===== src/rtl/csl_pkg.sv =====
package csl_pkg;

	localparam int TW = 44;
	localparam int SW = 52;
	localparam int QW = 96;
	localparam int MAW = 104;
	localparam int MBW = 56;
	localparam int MPW = MAW + MBW;
	localparam int MDG = 8;
	localparam int MUL_STEPS = MBW / MDG;
	localparam int MCW = $clog2(MUL_STEPS);
	localparam int EW = 106;
	localparam int DNW = 136;
	localparam int DVW = 105;
	localparam int DQW = 47;
	localparam int DCW = $clog2(DNW);
	localparam int OW = 45;
	localparam int SLW = 32;
	localparam int THW = 21;
	localparam logic [THW-1:0] THR_RESET = 21'd20972;
	localparam logic REG_THRESHOLD = 1'b0;

	typedef enum logic [4:0] {
		OP_NOP,
		OP_LOAD,
		OP_CLEAR,
		OP_READ,
		OP_MUL_XX,
		OP_MUL_XY,
		OP_MUL_NXX,
		OP_MUL_SXSX,
		OP_MUL_NXY,
		OP_MUL_SXSY,
		OP_MUL_SLSX,
		OP_MUL_MAP,
		OP_TAKE_XX,
		OP_TAKE_XY,
		OP_TAKE_NXX,
		OP_TAKE_DEN,
		OP_TAKE_NXY,
		OP_TAKE_NUM,
		OP_TAKE_OFFN,
		OP_DIV_SLOPE,
		OP_DIV_OFFSET,
		OP_TAKE_SLOPE,
		OP_TAKE_OFFSET,
		OP_TAKE_MAP,
		OP_EMIT
	} dp_op_t;

	typedef struct packed {
		logic mul_busy;
		logic div_busy;
		logic n_lt2;
		logic last_pt;
		logic den_ok;
		logic stale;
		logic out_full;
	} dp_status_t;

	function automatic logic [OW-1:0] sat45(input logic [49:0] x);
		logic [OW-1:0] r;
		if (x[49:44] == 6'h00 || x[49:44] == 6'h3F) begin
			r = x[OW-1:0];
		end else if (x[49]) begin
			r = 45'h100000000000;
		end else begin
			r = 45'h0FFFFFFFFFFF;
		end
		return r;
	endfunction

endpackage


===== src/rtl/csl_ctrl.sv =====
module csl_ctrl (
	input  logic                 clk,
	input  logic                 arst_n,
	input  logic                 in_valid,
	output logic                 in_ready,
	input  csl_pkg::dp_status_t  status,
	output csl_pkg::dp_op_t      op
);

	typedef enum logic [4:0] {
		ST_IDLE,
		ST_CLEAR,
		ST_READ,
		ST_MXX,
		ST_WXX,
		ST_MXY,
		ST_WXY,
		ST_NXX,
		ST_WNXX,
		ST_SXSX,
		ST_WSXSX,
		ST_CHK,
		ST_NXY,
		ST_WNXY,
		ST_SXSY,
		ST_WSXSY,
		ST_DS,
		ST_WDS,
		ST_SLSX,
		ST_WSLSX,
		ST_DO,
		ST_WDO,
		ST_MAP,
		ST_WMAP,
		ST_EMIT
	} state_t;

	state_t state_q, state_nx;

	always_comb begin
		op       = csl_pkg::OP_NOP;
		state_nx = state_q;
		unique case (state_q)
			ST_IDLE: begin
				if (in_valid) begin
					op       = csl_pkg::OP_LOAD;
					state_nx = status.stale ? ST_CLEAR : ST_MAP;
				end
			end
			ST_CLEAR: begin
				op       = csl_pkg::OP_CLEAR;
				state_nx = status.n_lt2 ? ST_MAP : ST_READ;
			end
			ST_READ: begin
				op       = csl_pkg::OP_READ;
				state_nx = ST_MXX;
			end
			ST_MXX: begin
				op       = csl_pkg::OP_MUL_XX;
				state_nx = ST_WXX;
			end
			ST_WXX: begin
				if (!status.mul_busy) begin
					op       = csl_pkg::OP_TAKE_XX;
					state_nx = ST_MXY;
				end
			end
			ST_MXY: begin
				op       = csl_pkg::OP_MUL_XY;
				state_nx = ST_WXY;
			end
			ST_WXY: begin
				if (!status.mul_busy) begin
					op       = csl_pkg::OP_TAKE_XY;
					state_nx = status.last_pt ? ST_NXX : ST_READ;
				end
			end
			ST_NXX: begin
				op       = csl_pkg::OP_MUL_NXX;
				state_nx = ST_WNXX;
			end
			ST_WNXX: begin
				if (!status.mul_busy) begin
					op       = csl_pkg::OP_TAKE_NXX;
					state_nx = ST_SXSX;
				end
			end
			ST_SXSX: begin
				op       = csl_pkg::OP_MUL_SXSX;
				state_nx = ST_WSXSX;
			end
			ST_WSXSX: begin
				if (!status.mul_busy) begin
					op       = csl_pkg::OP_TAKE_DEN;
					state_nx = ST_CHK;
				end
			end
			ST_CHK: begin
				state_nx = status.den_ok ? ST_NXY : ST_MAP;
			end
			ST_NXY: begin
				op       = csl_pkg::OP_MUL_NXY;
				state_nx = ST_WNXY;
			end
			ST_WNXY: begin
				if (!status.mul_busy) begin
					op       = csl_pkg::OP_TAKE_NXY;
					state_nx = ST_SXSY;
				end
			end
			ST_SXSY: begin
				op       = csl_pkg::OP_MUL_SXSY;
				state_nx = ST_WSXSY;
			end
			ST_WSXSY: begin
				if (!status.mul_busy) begin
					op       = csl_pkg::OP_TAKE_NUM;
					state_nx = ST_DS;
				end
			end
			ST_DS: begin
				op       = csl_pkg::OP_DIV_SLOPE;
				state_nx = ST_WDS;
			end
			ST_WDS: begin
				if (!status.div_busy) begin
					op       = csl_pkg::OP_TAKE_SLOPE;
					state_nx = ST_SLSX;
				end
			end
			ST_SLSX: begin
				op       = csl_pkg::OP_MUL_SLSX;
				state_nx = ST_WSLSX;
			end
			ST_WSLSX: begin
				if (!status.mul_busy) begin
					op       = csl_pkg::OP_TAKE_OFFN;
					state_nx = ST_DO;
				end
			end
			ST_DO: begin
				op       = csl_pkg::OP_DIV_OFFSET;
				state_nx = ST_WDO;
			end
			ST_WDO: begin
				if (!status.div_busy) begin
					op       = csl_pkg::OP_TAKE_OFFSET;
					state_nx = ST_MAP;
				end
			end
			ST_MAP: begin
				op       = csl_pkg::OP_MUL_MAP;
				state_nx = ST_WMAP;
			end
			ST_WMAP: begin
				if (!status.mul_busy) begin
					op       = csl_pkg::OP_TAKE_MAP;
					state_nx = ST_EMIT;
				end
			end
			ST_EMIT: begin
				if (!status.out_full) begin
					op       = csl_pkg::OP_EMIT;
					state_nx = ST_IDLE;
				end
			end
			default: begin
				state_nx = ST_IDLE;
			end
		endcase
	end

	always_ff @(posedge clk or negedge arst_n) begin
		if (!arst_n) begin
			state_q <= ST_IDLE;
		end else begin
			state_q <= state_nx;
		end
	end

	assign in_ready = state_q == ST_IDLE;

endmodule


===== config.mk =====
export PLATFORM = sky130hd
export DESIGN_NAME = csl_ctrl
export DESIGN_NICKNAME = d
export VERILOG_FILES = /design/src/rtl/csl_pkg.sv /design/src/rtl/csl_ctrl.sv
export SDC_FILE = /design/constraint.sdc
export NUM_CORES = 1
export LEC_CHECK = 0
export ABC_CLOCK_PERIOD_IN_PS = 3800
export CAP_MARGIN = 20
export CORE_MARGIN = 5
export CORE_UTILIZATION = 50
export DETAILED_ROUTE_END_ITERATION = 10
export DONT_BUFFER_PORTS = 1
export SLEW_MARGIN = 20
export SYNTH_ARGS = -nofsm -noshare
export SYNTH_HDL_FRONTEND = slang
export SYNTH_SLANG_ARGS = --single-unit

===== constraint.sdc =====
create_clock -name clk -period 3.8 [get_ports clk]
set_input_delay 0.38 -clock clk [delete_from_list [all_inputs] [get_ports clk]]
set_output_delay 0.38 -clock clk [all_outputs]
set_load 0.05 [all_outputs]

==> results.py <==
metrics = {
    "floorplan": {
        "die-area_um2": 2390,
        "start_util": 0.514,
        "die_width_um": 48.9,
        "core-area_um2": 1470,
        "rows": 14,
        "ios": 16,
        "die_y_um": 48.9,
    },
    "status": {
        "status": "completed",
    },
    "yosys": {
        "synth.top_cell.area_share": 0.166,
        "syn_area_um2": 756,
        "ys_seq_area_frac": 0.166,
        "ys_types": 45,
        "yosysTopAreaCell": "dfrtp_1",
        "syn_nets": 116,
        "ys_warn_count": 0,
        "ys_ff_latch": 5,
        "synth-main-ff-cell": "dfrtp_1",
        "synth_edf_count": 0,
        "syn-mean-instance-area_um2": 7.13,
        "synthArstFlopShare": 1.00,
        "ys_top_cells_by_area": "dfrtp_1, buf_2, o21ai_0, nand2_1, nor2_1",
        "syn-instance-count": 106,
    },
    "global_routing": {
        "grt_max_degree": 24,
        "grt_pass1_vias": 718,
        "gr-usage-all-layers": 0.160,
        "antenna_found_initial": 0,
        "grt_pass1_wl_um": 3170,
        "grt_overflow": 0,
    },
    "job": {
        "cap_viol_max_count": 0,
    },
    "cts": {
        "cts-root-buf": "clkbuf_4",
        "clkSlewWorstSetupHoldPaths_ns": 0.04,
        "tritoncts": "built",
        "ctsResizeCount": 0,
        "clk_path_buf_depth": 2,
        "worstSkewPairLatency_ns": 0.24,
        "htree_levels": 1,
        "cts_buffers": 3,
        "cts.sinks": 5,
        "post_cts_buffers": 0,
    },
    "critical_path": {
        "r2r-start": "state_q[3]",
        "end_kind": "primary output",
        "crit_path_start_kind": "flip-flop",
        "crit_slowest_cell": "dfrtp_1",
        "critPathBufInv": 0,
        "worstPathCellList": "nand2_1 -> o22ai_1 -> a221oi_1 -> o21ai_1",
        "path_delay_family": "compound AO/OA/AOI/OAI gates",
        "crit_fanout": 23,
        "timing.rr.end": "state_q[0]",
        "rr_worst_depth": 5,
        "reg2reg_slack_ns": 1.67,
        "worstSetupPathType": "flip-flop to primary output",
        "cpPeakStageDelay_ns": 0.83,
        "worstPathRequired_ns": 3.42,
        "crit_arrival_ns": 2.34,
    },
    "route": {
        "vias": 790,
        "drtPass1Iterations": 5,
        "drc_errors": 0,
        "drt-total-wl_um": 1950,
        "viasPerCell": 6.58,
        "wl_per_cell_um": 16.3,
        "first_iter_violations": 24,
        "ant_nets": 0,
    },
    "placed_design": {
        "placed_cells": 115,
        "gp_congestion": 0.859,
        "hpwl_um": 1390,
        "port_buffers": 0,
        "placed_cell_area_um2": 758,
    },
    "final_layout": {
        "syn2layout_area_growth_pct": 5.13,
        "final_area_um2": 795,
        "final_nets": 115,
        "n_antenna_cell": 0,
        "drive_above_1_share": 0.154,
        "final_common_cell": "nand2_1",
        "top_regs": "state_q (5)",
        "largest_reg_flops": 5,
        "regMostFlops": "state_q",
        "final_cell_mix": "nand2_1, nor2_1, o21ai_0",
        "final_cells": 120,
    },
    "sta": {
        "worst_slew_pin_slew_ns": 0.989,
        "hold_viol": 0,
        "rsz0062_at_grt": "false",
        "timing.slew.headroom": 0.336,
        "fin_crit_sh": 0.716,
        "drv_slew": 0,
        "hold_ws_ns": 0.421,
        "setup_viol": 0,
        "fmax_ghz": 0.368,
        "skew_ns": 0.000571,
        "finalSetupTns_ns": 0,
        "fin_crit_ns": 2.72,
    },
    "hold_path": {
        "hold_path.class": "primary input to async pin",
    },
}
==> logic make-up after synthesis <==
group,synth area share
and+or+nand+nor,0.267
AOI/OAI and AO/OA,0.409
buffers and inverters,0.0861
DFF,0.166
muxes,0.0613
xor gates and xnor gates,0.0116
==> worst max-delay path by stage <==
stage / to / start / cells after the start / slack [ns]
6_report: op[0] / state_q[3] / 4 / 1.08
5_1_grt: op[4] / state_q[4] / 4 / 0.89
4_1_cts: op[3] / state_q[3] / 4 / 1.09
3_5_place_dp: op[3] / state_q[3] / 4 / 1.35
3_3_place_gp: op[3] / state_q[3] / 4 / 1.38
2_1_floorplan: op[3] / state_q[3] / 5 / 1.31
==> cell type report <==
cell class	instances	area, um^2
clock buffer	4	26.3
inverter	4	15.0
sequential	5	125
multi-input combinational	87	576
timing repair buffer	4	32.5
tap	16	20.0
fill	154	677
==> routing by layer <==
metal	GRT usage	wire, um	vias to the layer above
met2	0.248	877	37
met1	0.214	898	357
li1	-	-	394
met5	0	0	-
met3	0.0336	159	2
met4	0.0628	15	0
==> cell usage after synthesis (2+ instances only) <==
library cell  number
mux2i_1            2
a221o_1            3
nand2_1           13
dfrtp_1            5
inv_1              4
or3_1              2
nor2_1            12
nor3_1             4
a21oi_1            5
o211ai_1           2
o22ai_1            2
buf_2             10
o21ai_0           10
==> metrics by stage <==
| stage | worst slack, ns | utilization |
|---|---|---|
| 2_1_floorplan | 1.31 | - |
| 3_3_place_gp | 1.38 | 0.515 |
| 3_5_place_dp | 1.35 | 0.515 |
| 4_1_cts | 1.09 | 0.540 |
| 5_1_grt | 0.891 | 0.540 |
| 6_report | 1.08 | 0.540 |
==> what timing repair did <==
action,in CTS,in global routing
hold buffers,1,0
endpoints found under the hold margin,5,0
setup endpoints to repair,0,0
Power is left out: the tool's default activity adds up to more than one toggle a clock period on the data nets, which glitch-free logic cannot reach.
